File: src/rtl/iff_pkg.sv
// Shared constants, widths and types of the integer field formatter.
`timescale 1ns / 1ps
package iff_pkg;

	// Field widths at the ports
	localparam int IN_VALUE_W = 64;
	localparam int BASE_W     = 2;
	localparam int FW_W       = 6;
	localparam int CHAR_W     = 8;

	// Sizing constants
	localparam int MAX_WIDTH  = 40;
	localparam int VALUE_BITS = 64;

	// Digit counts for the value width; octal always needs the most digits
	localparam int DEC_DIGITS = (VALUE_BITS * 30103) / 100000 + 1;
	localparam int NDIG       = (VALUE_BITS + 2) / 3;
	localparam int ND_W       = $clog2(NDIG + 1);
	localparam int BC_W       = $clog2(VALUE_BITS + 1);

	// Longest field: padded width or sign, two prefix characters and all digits
	localparam int TEXT_MAX   = NDIG + 3;
	localparam int LEN_MAX    = (MAX_WIDTH > TEXT_MAX) ? MAX_WIDTH : TEXT_MAX;
	localparam int LEN_CLOG   = $clog2(LEN_MAX + 1);
	localparam int CNT_W      = (LEN_CLOG > FW_W + 1) ? LEN_CLOG : FW_W + 1;

	// Radix codes
	localparam logic [BASE_W-1:0] BASE_OCT = 2'd0;
	localparam logic [BASE_W-1:0] BASE_DEC = 2'd1;
	localparam logic [BASE_W-1:0] BASE_HEX = 2'd2;

	// ASCII codes
	localparam logic [CHAR_W-1:0] CH_ZERO  = 8'h30;
	localparam logic [CHAR_W-1:0] CH_UA    = 8'h41;
	localparam logic [CHAR_W-1:0] CH_LA    = 8'h61;
	localparam logic [CHAR_W-1:0] CH_UX    = 8'h58;
	localparam logic [CHAR_W-1:0] CH_LX    = 8'h78;
	localparam logic [CHAR_W-1:0] CH_MINUS = 8'h2d;
	localparam logic [CHAR_W-1:0] CH_SPACE = 8'h20;

	typedef logic [3:0] digit_t;
	typedef digit_t [NDIG-1:0] dig_vec_t;
	typedef digit_t [DEC_DIGITS-1:0] bcd_vec_t;

	localparam digit_t DIGIT_ZERO = 4'd0;

	// Commands to the digit register
	typedef struct packed {
		logic load;
		logic strip;
		logic pop;
	} dig_cmd_t;

	// Status from the digit register
	typedef struct packed {
		digit_t          msd;
		logic [ND_W-1:0] nd;
		logic            strip_done;
	} dig_sts_t;

endpackage

File: src/rtl/integer_field_formatter_core.sv
// Top level of the integer field formatter: request capture, field sequencer, output register.
`timescale 1ns / 1ps
// One request in, one ASCII character out per transfer, the final character flagged by
// last_char. The block holds one request at a time and keeps in_stall high from the
// accepting edge until the last character is loaded into the output register; the next
// request can then be taken while that character still waits. Before the output side can
// stall it, a request passes through capture, then for decimal the bit-serial BCD converter
// (one value bit per cycle; octal and hex skip it, their digits being the value bits
// themselves), the leading-zero strip of the 22-digit register (at most 21 digits, one
// digit a cycle), and the field phases (spaces, sign, prefix, zeros, digits, trailing
// spaces). The field length is the larger of the saturated width and the text.
module integer_field_formatter_core (
	input  logic                                clk,
	input  logic                                arst_n,
	input  logic                                in_valid,
	output logic                                in_stall,
	input  logic [iff_pkg::IN_VALUE_W-1:0]      value,
	input  logic                                signed_conv,
	input  logic [iff_pkg::BASE_W-1:0]          base_code,
	input  logic                                upper_case,
	input  logic                                alt_form,
	input  logic                                zero_pad,
	input  logic                                left_align,
	input  logic [iff_pkg::FW_W-1:0]            field_width,
	output logic                                out_valid,
	input  logic                                out_stall,
	output logic [iff_pkg::CHAR_W-1:0]          char_code,
	output logic                                last_char
);

	localparam int VB = iff_pkg::VALUE_BITS;
	localparam int CW = iff_pkg::CNT_W;

	// Sequencer states
	localparam logic [2:0] ST_IDLE = 3'd0;
	localparam logic [2:0] ST_PREP = 3'd1;
	localparam logic [2:0] ST_CONV = 3'd2;
	localparam logic [2:0] ST_NORM = 3'd3;
	localparam logic [2:0] ST_EMIT = 3'd4;

	// Field phases, in output order
	localparam logic [2:0] PH_START = 3'd0;
	localparam logic [2:0] PH_LSP   = 3'd1;
	localparam logic [2:0] PH_SIGN  = 3'd2;
	localparam logic [2:0] PH_PFX0  = 3'd3;
	localparam logic [2:0] PH_PFXX  = 3'd4;
	localparam logic [2:0] PH_ZPAD  = 3'd5;
	localparam logic [2:0] PH_DIG   = 3'd6;
	localparam logic [2:0] PH_TSP   = 3'd7;

	logic [2:0]                     state_q;
	logic [2:0]                     phase_q;
	logic [CW-1:0]                  cnt_q;
	logic [CW-1:0]                  tot_q;
	logic                           out_valid_q;

	// Request payload, held for the whole field
	logic [VB-1:0]                  mag_q;
	logic                           neg_q;
	logic [iff_pkg::BASE_W-1:0]     base_q;
	logic                           uc_q;
	logic                           lz_q;
	logic                           left_q;
	logic [1:0]                     pfx_q;
	logic [CW-1:0]                  width_q;
	logic [CW-1:0]                  pad_q;
	logic [iff_pkg::CHAR_W-1:0]     char_q;
	logic                           last_q;

	logic                           accept;
	logic                           out_free;
	logic                           emit;
	logic [VB-1:0]                  v_in;
	logic                           neg_in;
	logic [VB-1:0]                  mag_in;
	logic [1:0]                     pfx_in;
	logic [CW-1:0]                  fw_ext;
	logic [CW-1:0]                  text_len;
	logic [2:0]                     phase_nxt;
	logic [CW-1:0]                  len_nxt;
	logic [iff_pkg::CHAR_W-1:0]     ch;
	logic [iff_pkg::CHAR_W-1:0]     dig_ch;
	logic [iff_pkg::VALUE_BITS-1:0] bcd_bin;
	logic [4*iff_pkg::NDIG-1:0]     mag_ext;

	iff_pkg::bcd_vec_t              bcd;
	logic                           bcd_done;
	logic                           bcd_start;
	iff_pkg::dig_cmd_t              dcmd;
	iff_pkg::dig_sts_t              dsts;
	iff_pkg::dig_vec_t              load_dig;

	// Request capture: magnitude, sign and prefix length
	assign accept = in_valid && (state_q == ST_IDLE);
	assign in_stall = (state_q != ST_IDLE);

	assign v_in   = value[VB-1:0];
	assign neg_in = signed_conv && v_in[VB-1];
	assign mag_in = neg_in ? (~v_in + VB'(1)) : v_in;
	assign fw_ext = CW'(field_width);

	always_comb begin
		case (base_code)
			iff_pkg::BASE_OCT: pfx_in = 2'd1;
			default:           pfx_in = 2'd2;
		endcase
		if (base_code == iff_pkg::BASE_DEC) begin
			pfx_in = 2'd0;
		end
		if (!alt_form || (v_in == '0)) begin
			pfx_in = 2'd0;
		end
	end

	// Digit source: BCD for decimal, bit groups of the magnitude otherwise
	assign mag_ext = (4*iff_pkg::NDIG)'(mag_q);
	assign bcd_bin = mag_q;

	always_comb begin
		for (int i = 0; i < iff_pkg::NDIG; i++) begin
			if (base_q == iff_pkg::BASE_DEC) begin
				load_dig[i] = (i < iff_pkg::DEC_DIGITS) ? bcd[i] : iff_pkg::DIGIT_ZERO;
			end else if (base_q == iff_pkg::BASE_OCT) begin
				load_dig[i] = {1'b0, mag_ext[3*i +: 3]};
			end else begin
				load_dig[i] = mag_ext[4*i +: 4];
			end
		end
	end

	assign bcd_start  = (state_q == ST_PREP) && (base_q == iff_pkg::BASE_DEC);
	assign dcmd.load  = ((state_q == ST_PREP) && (base_q != iff_pkg::BASE_DEC)) ||
	                    ((state_q == ST_CONV) && bcd_done);
	assign dcmd.strip = (state_q == ST_NORM);
	assign dcmd.pop   = emit && (phase_q == PH_DIG);

	iff_bcd_conv u_bcd (
		.clk    (clk),
		.arst_n (arst_n),
		.start  (bcd_start),
		.bin    (bcd_bin),
		.bcd    (bcd),
		.done   (bcd_done)
	);

	iff_digit_reg u_dig (
		.clk      (clk),
		.arst_n   (arst_n),
		.cmd      (dcmd),
		.load_dig (load_dig),
		.sts      (dsts)
	);

	// Text length once the digit count is settled
	assign text_len = CW'(dsts.nd) + CW'(neg_q) + CW'(pfx_q);

	// Length of the phase the sequencer moves into next
	assign phase_nxt = phase_q + 3'd1;
	always_comb begin
		unique case (phase_nxt)
			PH_LSP:  len_nxt = (!lz_q && !left_q) ? pad_q : '0;
			PH_SIGN: len_nxt = CW'(neg_q);
			PH_PFX0: len_nxt = CW'(pfx_q != 2'd0);
			PH_PFXX: len_nxt = CW'(pfx_q == 2'd2);
			PH_ZPAD: len_nxt = lz_q ? pad_q : '0;
			PH_DIG:  len_nxt = CW'(dsts.nd);
			PH_TSP:  len_nxt = left_q ? pad_q : '0;
			default: len_nxt = '0;
		endcase
	end

	// Character of the current phase
	always_comb begin
		if (dsts.msd < 4'd10) begin
			dig_ch = iff_pkg::CH_ZERO + iff_pkg::CHAR_W'(dsts.msd);
		end else begin
			dig_ch = (uc_q ? iff_pkg::CH_UA : iff_pkg::CH_LA) +
			         iff_pkg::CHAR_W'(dsts.msd) - iff_pkg::CHAR_W'(10);
		end
		case (phase_q) inside
			PH_SIGN:          ch = iff_pkg::CH_MINUS;
			PH_PFX0, PH_ZPAD: ch = iff_pkg::CH_ZERO;
			PH_PFXX:          ch = uc_q ? iff_pkg::CH_UX : iff_pkg::CH_LX;
			PH_DIG:           ch = dig_ch;
			default:          ch = iff_pkg::CH_SPACE;
		endcase
	end

	assign out_free = !out_valid_q || !out_stall;
	assign emit     = (state_q == ST_EMIT) && (cnt_q != '0) && out_free;

	// Control state
	always_ff @(posedge clk or negedge arst_n) begin
		if (!arst_n) begin
			state_q     <= ST_IDLE;
			phase_q     <= PH_START;
			cnt_q       <= '0;
			tot_q       <= '0;
			out_valid_q <= 1'b0;
		end else begin
			// Load a new character, or drop the held one once the sink takes it
			if (emit) begin
				out_valid_q <= 1'b1;
			end else if (out_valid_q && !out_stall) begin
				out_valid_q <= 1'b0;
			end
			unique case (state_q)
				ST_IDLE: begin
					if (accept) begin
						state_q <= ST_PREP;
					end
				end
				ST_PREP: begin
					state_q <= (base_q == iff_pkg::BASE_DEC) ? ST_CONV : ST_NORM;
				end
				ST_CONV: begin
					if (bcd_done) begin
						state_q <= ST_NORM;
					end
				end
				ST_NORM: begin
					// Hold until the leading zeros are gone, then size the field
					if (dsts.strip_done) begin
						tot_q   <= (width_q > text_len) ? width_q : text_len;
						phase_q <= PH_START;
						cnt_q   <= '0;
						state_q <= ST_EMIT;
					end
				end
				ST_EMIT: begin
					if (cnt_q == '0) begin
						// Advance to the next phase, empty ones included
						phase_q <= phase_nxt;
						cnt_q   <= len_nxt;
					end else if (out_free) begin
						cnt_q       <= cnt_q - CW'(1);
						tot_q       <= tot_q - CW'(1);
						if (tot_q == CW'(1)) begin
							state_q <= ST_IDLE;
						end
					end
				end
				default: begin
					state_q <= ST_IDLE;
				end
			endcase
		end
	end

	// Payload registers
	always_ff @(posedge clk) begin
		if (accept) begin
			mag_q   <= mag_in;
			neg_q   <= neg_in;
			base_q  <= base_code;
			uc_q    <= upper_case;
			lz_q    <= zero_pad && !left_align;
			left_q  <= left_align;
			pfx_q   <= pfx_in;
			width_q <= (fw_ext > CW'(iff_pkg::MAX_WIDTH)) ? CW'(iff_pkg::MAX_WIDTH) : fw_ext;
		end
		if ((state_q == ST_NORM) && dsts.strip_done) begin
			pad_q <= (width_q > text_len) ? (width_q - text_len) : '0;
		end
		if (emit) begin
			char_q <= ch;
			last_q <= (tot_q == CW'(1));
		end
	end

	assign out_valid = out_valid_q;
	assign char_code = char_q;
	assign last_char = last_q;

	// A field in flight always has characters left to send
	a_tot_nonzero: assert property (@(posedge clk) disable iff (!arst_n)
		(state_q == ST_EMIT) |-> (tot_q != '0))
		else $error("field sequencer running with no characters left");

	// Loading the final character frees the input side on the next cycle
	a_last_frees: assert property (@(posedge clk) disable iff (!arst_n)
		(emit && (tot_q == CW'(1))) |=> (!in_stall && out_valid && last_char))
		else $error("final character did not release the input side");

	// Digits are only popped while some remain in the register
	a_pop_in_range: assert property (@(posedge clk) disable iff (!arst_n)
		dcmd.pop |-> ((cnt_q <= CW'(dsts.nd)) && (dsts.nd != '0)))
		else $error("digit popped beyond the digit count");

	// An accepted request starts the conversion on the next cycle
	a_accept_prep: assert property (@(posedge clk) disable iff (!arst_n)
		accept |=> (state_q == ST_PREP))
		else $error("accepted request did not start");

endmodule

File: src/rtl/iff_bcd_conv.sv
// Bit-serial binary to BCD converter (shift and add three).
`timescale 1ns / 1ps
module iff_bcd_conv (
	input  logic                            clk,
	input  logic                            arst_n,
	input  logic                            start,
	input  logic [iff_pkg::VALUE_BITS-1:0]  bin,
	output iff_pkg::bcd_vec_t               bcd,
	output logic                            done
);

	logic [iff_pkg::VALUE_BITS-1:0] bin_q;
	iff_pkg::bcd_vec_t              bcd_q;
	iff_pkg::bcd_vec_t              adj;
	iff_pkg::bcd_vec_t              bcd_nxt;
	logic [iff_pkg::BC_W-1:0]       cnt_q;
	logic                           busy_q;
	logic                           done_q;

	// Correct each digit, then shift one binary bit in at the bottom
	always_comb begin
		for (int i = 0; i < iff_pkg::DEC_DIGITS; i++) begin
			adj[i] = (bcd_q[i] >= 4'd5) ? bcd_q[i] + 4'd3 : bcd_q[i];
		end
		bcd_nxt[0] = {adj[0][2:0], bin_q[iff_pkg::VALUE_BITS-1]};
		for (int i = 1; i < iff_pkg::DEC_DIGITS; i++) begin
			bcd_nxt[i] = {adj[i][2:0], adj[i-1][3]};
		end
	end

	always_ff @(posedge clk or negedge arst_n) begin
		if (!arst_n) begin
			busy_q <= 1'b0;
			done_q <= 1'b0;
			cnt_q  <= '0;
		end else begin
			done_q <= busy_q && (cnt_q == iff_pkg::BC_W'(1));
			if (start) begin
				busy_q <= 1'b1;
				cnt_q  <= iff_pkg::BC_W'(iff_pkg::VALUE_BITS);
			end else if (busy_q) begin
				cnt_q <= cnt_q - iff_pkg::BC_W'(1);
				if (cnt_q == iff_pkg::BC_W'(1)) begin
					busy_q <= 1'b0;
				end
			end
		end
	end

	always_ff @(posedge clk) begin
		if (start) begin
			bin_q <= bin;
			bcd_q <= '0;
		end else if (busy_q) begin
			bin_q <= {bin_q[iff_pkg::VALUE_BITS-2:0], 1'b0};
			bcd_q <= bcd_nxt;
		end
	end

	assign bcd  = bcd_q;
	assign done = done_q;

endmodule

File: src/rtl/iff_digit_reg.sv
// Digit shift register: strips leading zeros and pops digits most significant first.
`timescale 1ns / 1ps
module iff_digit_reg (
	input  logic                clk,
	input  logic                arst_n,
	input  iff_pkg::dig_cmd_t   cmd,
	input  iff_pkg::dig_vec_t   load_dig,
	output iff_pkg::dig_sts_t   sts
);

	iff_pkg::dig_vec_t           dig_q;
	logic [iff_pkg::ND_W-1:0]    nd_q;
	logic                        strip_done;

	// Stop at a non-zero leading digit or at the single remaining digit
	assign strip_done = (dig_q[iff_pkg::NDIG-1] != iff_pkg::DIGIT_ZERO) ||
	                    (nd_q == iff_pkg::ND_W'(1));

	always_ff @(posedge clk or negedge arst_n) begin
		if (!arst_n) begin
			nd_q <= '0;
		end else if (cmd.load) begin
			nd_q <= iff_pkg::ND_W'(iff_pkg::NDIG);
		end else if (cmd.strip && !strip_done) begin
			nd_q <= nd_q - iff_pkg::ND_W'(1);
		end
	end

	always_ff @(posedge clk) begin
		if (cmd.load) begin
			dig_q <= load_dig;
		end else if ((cmd.strip && !strip_done) || cmd.pop) begin
			dig_q <= {dig_q[iff_pkg::NDIG-2:0], iff_pkg::DIGIT_ZERO};
		end
	end

	assign sts.msd        = dig_q[iff_pkg::NDIG-1];
	assign sts.nd         = nd_q;
	assign sts.strip_done = strip_done;

endmodule
File: config.mk
export PLATFORM = sky130hd
export DESIGN_NAME = integer_field_formatter_core
export DESIGN_NICKNAME = d
export VERILOG_FILES = /design/src/rtl/iff_pkg.sv /design/src/rtl/integer_field_formatter_core.sv /design/src/rtl/iff_bcd_conv.sv /design/src/rtl/iff_digit_reg.sv
export SDC_FILE = /design/constraint.sdc
export NUM_CORES = 1
export LEC_CHECK = 0
export BUFFER_PORTS_ARGS = -buffer_cell sky130_fd_sc_hd__buf_2
export CAP_MARGIN = 25
export CORE_MARGIN = 5
export CORE_UTILIZATION = 50
export DETAILED_ROUTE_END_ITERATION = 8
export GPL_TIMING_DRIVEN = 1
export MAX_ROUTING_LAYER = met4
export PLACE_DENSITY = 0.67
export SETUP_SLACK_MARGIN = 0.2
export SYNTH_ARGS = -nofsm -noshare
export SYNTH_HDL_FRONTEND = slang
export SYNTH_SLANG_ARGS = --single-unit
File: constraint.sdc
create_clock -name clk -period 15.2 [get_ports clk]
set_input_delay 3.04 -clock clk [delete_from_list [all_inputs] [get_ports clk]]
set_output_delay 3.04 -clock clk [all_outputs]
set_load 0.05 [all_outputs]
-- Yosys cells after proc, flatten, opt, wreduce, memory -nomap -nowiden
Cells that the tools add are included.
- output and inout bits: 11
- bits of input ports: 81
- logic and storage cells: 308
- register bits: 362
- equal/unequal tests: 31
- reductions and logical operators: 47
- add/sub/neg operators: 32
- $lt $le $gt $ge: 23
- bitwise operators: 1
- mux-type cells: 109
- operators by type and width (operator ; count):
    two-way mux 4 bit ; 55
    two-way mux 64 bit ; 3
    two-way mux 88 bit ; 2
    two-way mux 7 bit ; 12
    greater-or-equal comparator 4 x 3 -> 1 bit, second input constant ; 20
    adder 4 x 2 -> 4 bit, second input constant ; 19
    adder 64 x 1 -> 64 bit, second input constant ; 1
    zero test 64 bit ; 1
    inverter 64 bit ; 1
    one-hot mux 7 bit (7 select lines) ; 1
    two-way mux 3 bit ; 15
    one-hot mux 7 bit (2 select lines) ; 2
    == test 3 bit, second input constant ; 8
    two-way mux 8 bit ; 3
    subtractor 7 x 1 -> 7 bit, second input constant ; 3
    == test 3 x 2 -> 1 bit, second input constant ; 6
    two-way mux 5 bit ; 3
    one-hot mux 3 bit (5 select lines) ; 1
    == test 7 x 1 -> 1 bit, second input constant ; 2
    logical AND 1 bit ; 14
    two-way mux 6 bit ; 2
    nonzero test 2 bit ; 6
    adder 7 x 4 -> 8 bit ; 1
    two-way mux 1 bit ; 8
    other kinds (33) ; 54

-- Logic depth before layout (Yosys ltp)
- depth after elaboration: 7
- mapped depth: 12
- gate-level depth less buffers: 11

-- Hierarchy
A second synthesis with hierarchy kept.
- cell total of the unflattened synthesis: 1824
- area, all modules: 19733.9 um^2
- by module, submodules not included (module ; area each (um^2) ; sequential area each (um^2) ; cells each ; times used):
    iff_bcd_conv ; 7912.6 ; 3748.6 ; 780 ; 1
    integer_field_formatter_core ; 7795.0 ; 3318.2 ; 819 ; 1
    iff_digit_reg ; 4026.4 ; 2767.7 ; 225 ; 1

-- Worst setup path before layout
No wires, ideal clock.
- path type: input to register
- start point: input port in_valid
- end point: register base_q[0] (netlist name), enable pin
- path buffers: 0
- setup time: 515 ps
- stages: 2
- path slack: 8378 ps
- arrival: 6307 ps
- required time: 14685 ps
- path through: inv_1 > nor2_1
- word-level cells in the longest chain between the ends: 1
- RTL lines (element ; line ; RTL):
    start: declaration ; integer_field_formatter_core.sv:15 ; input logic in_valid,
    logical AND 1 bit ; integer_field_formatter_core.sv:94 ; assign accept = in_valid && (state_q == ST_IDLE);
    net accept ; integer_field_formatter_core.sv:70 ; logic accept;
    end signal: assignment ; integer_field_formatter_core.sv:255 ; base_q <= base_code;
    end: declaration ; integer_field_formatter_core.sv:60 ; logic [iff_pkg::BASE_W-1:0] base_q;
The timed path passes the listed nets, and every way through them passes these cells.
A chain may end at the register's enable or synchronous reset.

-- Worst setup path in the final report
- start point: input port value[13] (netlist name)
- end point: register mag_q[59], in the netlist bcd_bin[59], data pin
- word-level cells in the longest chain between the ends: 3
- RTL lines (element ; line ; RTL):
    start: declaration ; integer_field_formatter_core.sv:17 ; input logic [iff_pkg::IN_VALUE_W-1:0] value,
    inverter 64 bit ; integer_field_formatter_core.sv:99 ; assign mag_in = neg_in ? (~v_in + VB'(1)) : v_in;
    adder 64 x 1 -> 64 bit ; integer_field_formatter_core.sv:99 ;
    two-way mux 64 bit ; integer_field_formatter_core.sv:99 ;
    net mag_in[59] ; integer_field_formatter_core.sv:75 ; logic [VB-1:0] mag_in;
    end signal: assignment ; integer_field_formatter_core.sv:253 ; mag_q <= mag_in;
    end: declaration ; integer_field_formatter_core.sv:58 ; logic [VB-1:0] mag_q;
The timed path passes the listed nets, and every way through them passes these cells.

==> results.md <==
- Cell row count: 71
- Die X: 205.7 um
- Overflow after GRT: 0
- Top post-synthesis cells by area: edfxtp_1 (38%), dfxtp_1 (8.4%), mux2i_1 (5.5%)
- Initial antenna violation count: 1
- Comb power frac: 0.357
- Count leader, synth: edfxtp_1
- Worst slew margin: 0.3537
- IO Count: 92
- Top-area cell type share of the netlist area: 0.3844
- Switching share of power: 0.3629
- Number of buffers added for setup after CTS: 0
- CP arrival: 5.41 ns
- LEAKAGE: ~8.4 nW
- Global-route wire length before repair: between 60000 and 70000 um
- Largest net degree at the start of global routing: 154
- Hold endpoint: cnt_q[6]
- Clock Tree Buf Depth: 3
- RSZ-0062 raised after global routing: no
- DR iter-0 viols: around 950
- Count of cell types in the netlist: 75
- Startpoint types: primary input
- Drt total wl: 43500 um
- Flop-to-flop setup slack: 11.49 ns
- Clk sinks: 360
- Detailed-router iteration count before antenna repair: 6
- Worst hold margin: a little under 0.5 ns
- Worst setup EP type: register
- Vias: around 14000
- Hold path startpoint: pad_q[6]
- FF-to-FF path depth: 6
- Reg2reg end: u_dig.dig_q[50]
- Wire per inst: ~18 um
- Effective utilization at floorplan: 0.5070
- Crit path from: value[13]
- Worst flop-to-flop path startpoint: base_q[0]
- Final period util: 0.3382
- Internal power: 0.002766 W
- Final worst clock skew: between 0.015 and 0.02 ns
- Gr usage total: 0.2104
- Synth Instances: ~1900
- Max Cap Viol: 0
- CTS Hold Bufs: 0
- Area of the multi-input gates: 8693 um2
- Number of H-tree levels: 2
- Sequential Power Share: 0.424
- # fillers: 3215
- Sw Pwr: approximately 0.0016 W
- Root Driver: clkbuf_16
- Commonest cells in the synthesized netlist: edfxtp_1 (245), nor2_1 (179), nand2_1 (178), a21oi_1 (172), o21ai_0 (128)
- Pre-CTS setup slack: ~9.5 ns
- FF+latch area: about 9800 um2
- CP Data Required Time: between 15 and 20 ns
- Number of flops mapped to enable cells by yosys: 245
- Syn avg cell area: between 10 and 15 um2
- CTS tree: built
- Clk_lat worst skew: about 0.54 ns
- Synthesized flop and latch total: 360
- YS warnings: 0
- Worst IR drop on VDD: approximately 0.11 mV
- Hold Path Depth: 2
- Power Dens Cells: 203.6 nW/um2
- HPWL after detailed placement: 29870 um
- Layout cells sized above 1: 0.1307
- Hold Path Class: register to register
- Post-synth top area cell: edfxtp_1
- Crit Path Class: primary input to register
- Syn Nets: between 2000 and 2500
- Slew @ Worst Pin: about 0.97 ns
- Clk network pwr share: 0.219
- Fin crit period: 5.140 ns
- GPL Wtd Cong: just under 0.9
- Routed Antenna Nets: 0
- FFs w/ async S/R, synth: 0.09722
- Nets@finish: approximately 2000
- Overall power: roughly 0.0043 W
- Status: completed
- Fin worst setup slack: roughly 10 ns
- Cts bufs inserted: 40
- CTS clock-pin slew for the worst setup and hold paths: around 0.060 ns
- Synthesized cell area: between 15000 and 20000 um2
- DRC: 0
- Fin. max-slew vios: 0
- Layout area overhead: 11.41%
- I/O Buffers: 90
- # setup viols final: 0
- Die area: between 40000 and 50000 um2
- Worst-path fanout max: 11
- Vias in the first global route: between 10000 and 15000
- Seq/Total Area, Yosys: 0.5138
- Fin Setup TNS: 0 ns
- Fmax: 194.6 MHz
- Die Ht: 205.7 um
- Final hold violations: 0
- Drt via density: 5.646
- Post-CTS Resized: 0
- Core area: about 38000 um2
- Top FF cell, synth: edfxtp_1
==> how the worst max path moves through the flow <==
stage,slack [ns],depth (start not counted),to
after floorplan,8.38,2,base_q[0]
after global placement,9.60,6,bcd_bin[59]
after detailed placement,9.53,6,bcd_bin[59]
after CTS,10.09,6,bcd_bin[59]
after global routing,9.95,6,bcd_bin[59]
final,10.06,6,bcd_bin[59]
==> through the flow <==
step / instance area (um2) / cells / util
after global placement: 20010 / 2373 / 0.5301
after global routing: 21320 / 2447 / 0.5648
after floorplan: 19140 / 1853 / -
after CTS: 21300 / 2445 / 0.5642
after detailed placement: 20010 / 2373 / 0.5301
final: 21320 / 2447 / 0.5648
==> registers in the layout (all words and copies together), names as in the netlist, 3 cells and up <==
| signal | count |
|---|---|
| u_dig.dig_q | 84 |
| u_bcd.bcd | 80 |
| bcd_bin | 64 |
| u_bcd.bin_q | 64 |
| char_code | 7 |
| cnt_q | 7 |
| pad_q | 7 |
| tot_q | 7 |
| u_bcd.cnt_q | 7 |
| width_q | 6 |
| u_dig.nd_q | 5 |
| u_dig.sts | 4 |
| phase_q | 3 |
| state_q | 3 |
==> logic make-up after synthesis <==
logic type	synth area share
muxes	0.09308
buffers and inverters	0.03386
AOI/OAI and AO/OA	0.1269
DFF	0.5138
other	0.0001959
xor gates and xnor gates	0.04759
adders and majority gates	0.04497
and+or+nand+nor	0.1396
==> power by group through the flow <==
stage / logic, W / clock network, W / registers [W]
3_3_place_gp: 0.00149 / 0 / 0.00185
4_1_cts: 0.00156 / 0.000971 / 0.00184
6_report: 0.00155 / 0.000950 / 0.00184
2_1_floorplan: 0.00126 / 0 / 0.00175
3_5_place_dp: 0.00154 / 0 / 0.00186
5_1_grt: 0.00177 / 0.00101 / 0.00189
==> worst max-delay path, stage by stage <==
cell,delay [ns]
buf_2,0.12
or4_4,0.58
or4b_4,0.60
nor4_4,0.62
a41oi_1,0.24
xor2_1,0.20
==> layout by cell type (no fill, tap or decap), types with 17 or more instances in the layout <==
cell type  instances
dfrtp_1           34
nand2_1          177
inv_1             70
a21oi_1          172
o21ai_0          128
nand3_1           42
clkbuf_16         42
nand2b_1          27
a211oi_1          17
nor2_1           178
ha_1              64
mux2i_1          106
xor2_1            49
mux2_2            64
edfxtp_1         245
nor3_1            35
xnor2_1           55
o31ai_1           21
dfxtp_1           80
buf_2             90
==> layer usage <==
| layer | part of all wire | GRT usage | vias up |
|---|---|---|---|
| met5 | 0 | - | - |
| met4 | 0.026 | 0.06148 | 0 |
| met3 | 0.042 | 0.02648 | 83 |
| met2 | 0.48 | 0.3465 | 322 |
| met1 | 0.45 | 0.2758 | 6625 |
| li1 | - | - | 6785 |
==> cell type report <==
cell class | count | share of cell area
timing repair buffer | 106 | 0.02793
clock inverter | 15 | 0.005691
antenna | 1 | 0.0001174
tap | 511 | 0.02998
clock buffer | 57 | 0.05474
sequential | 360 | 0.4614
multi-input combinational | 1326 | 0.4077
inverter | 71 | 0.01250
Note: power is estimated with default switching activity, not from simulation.
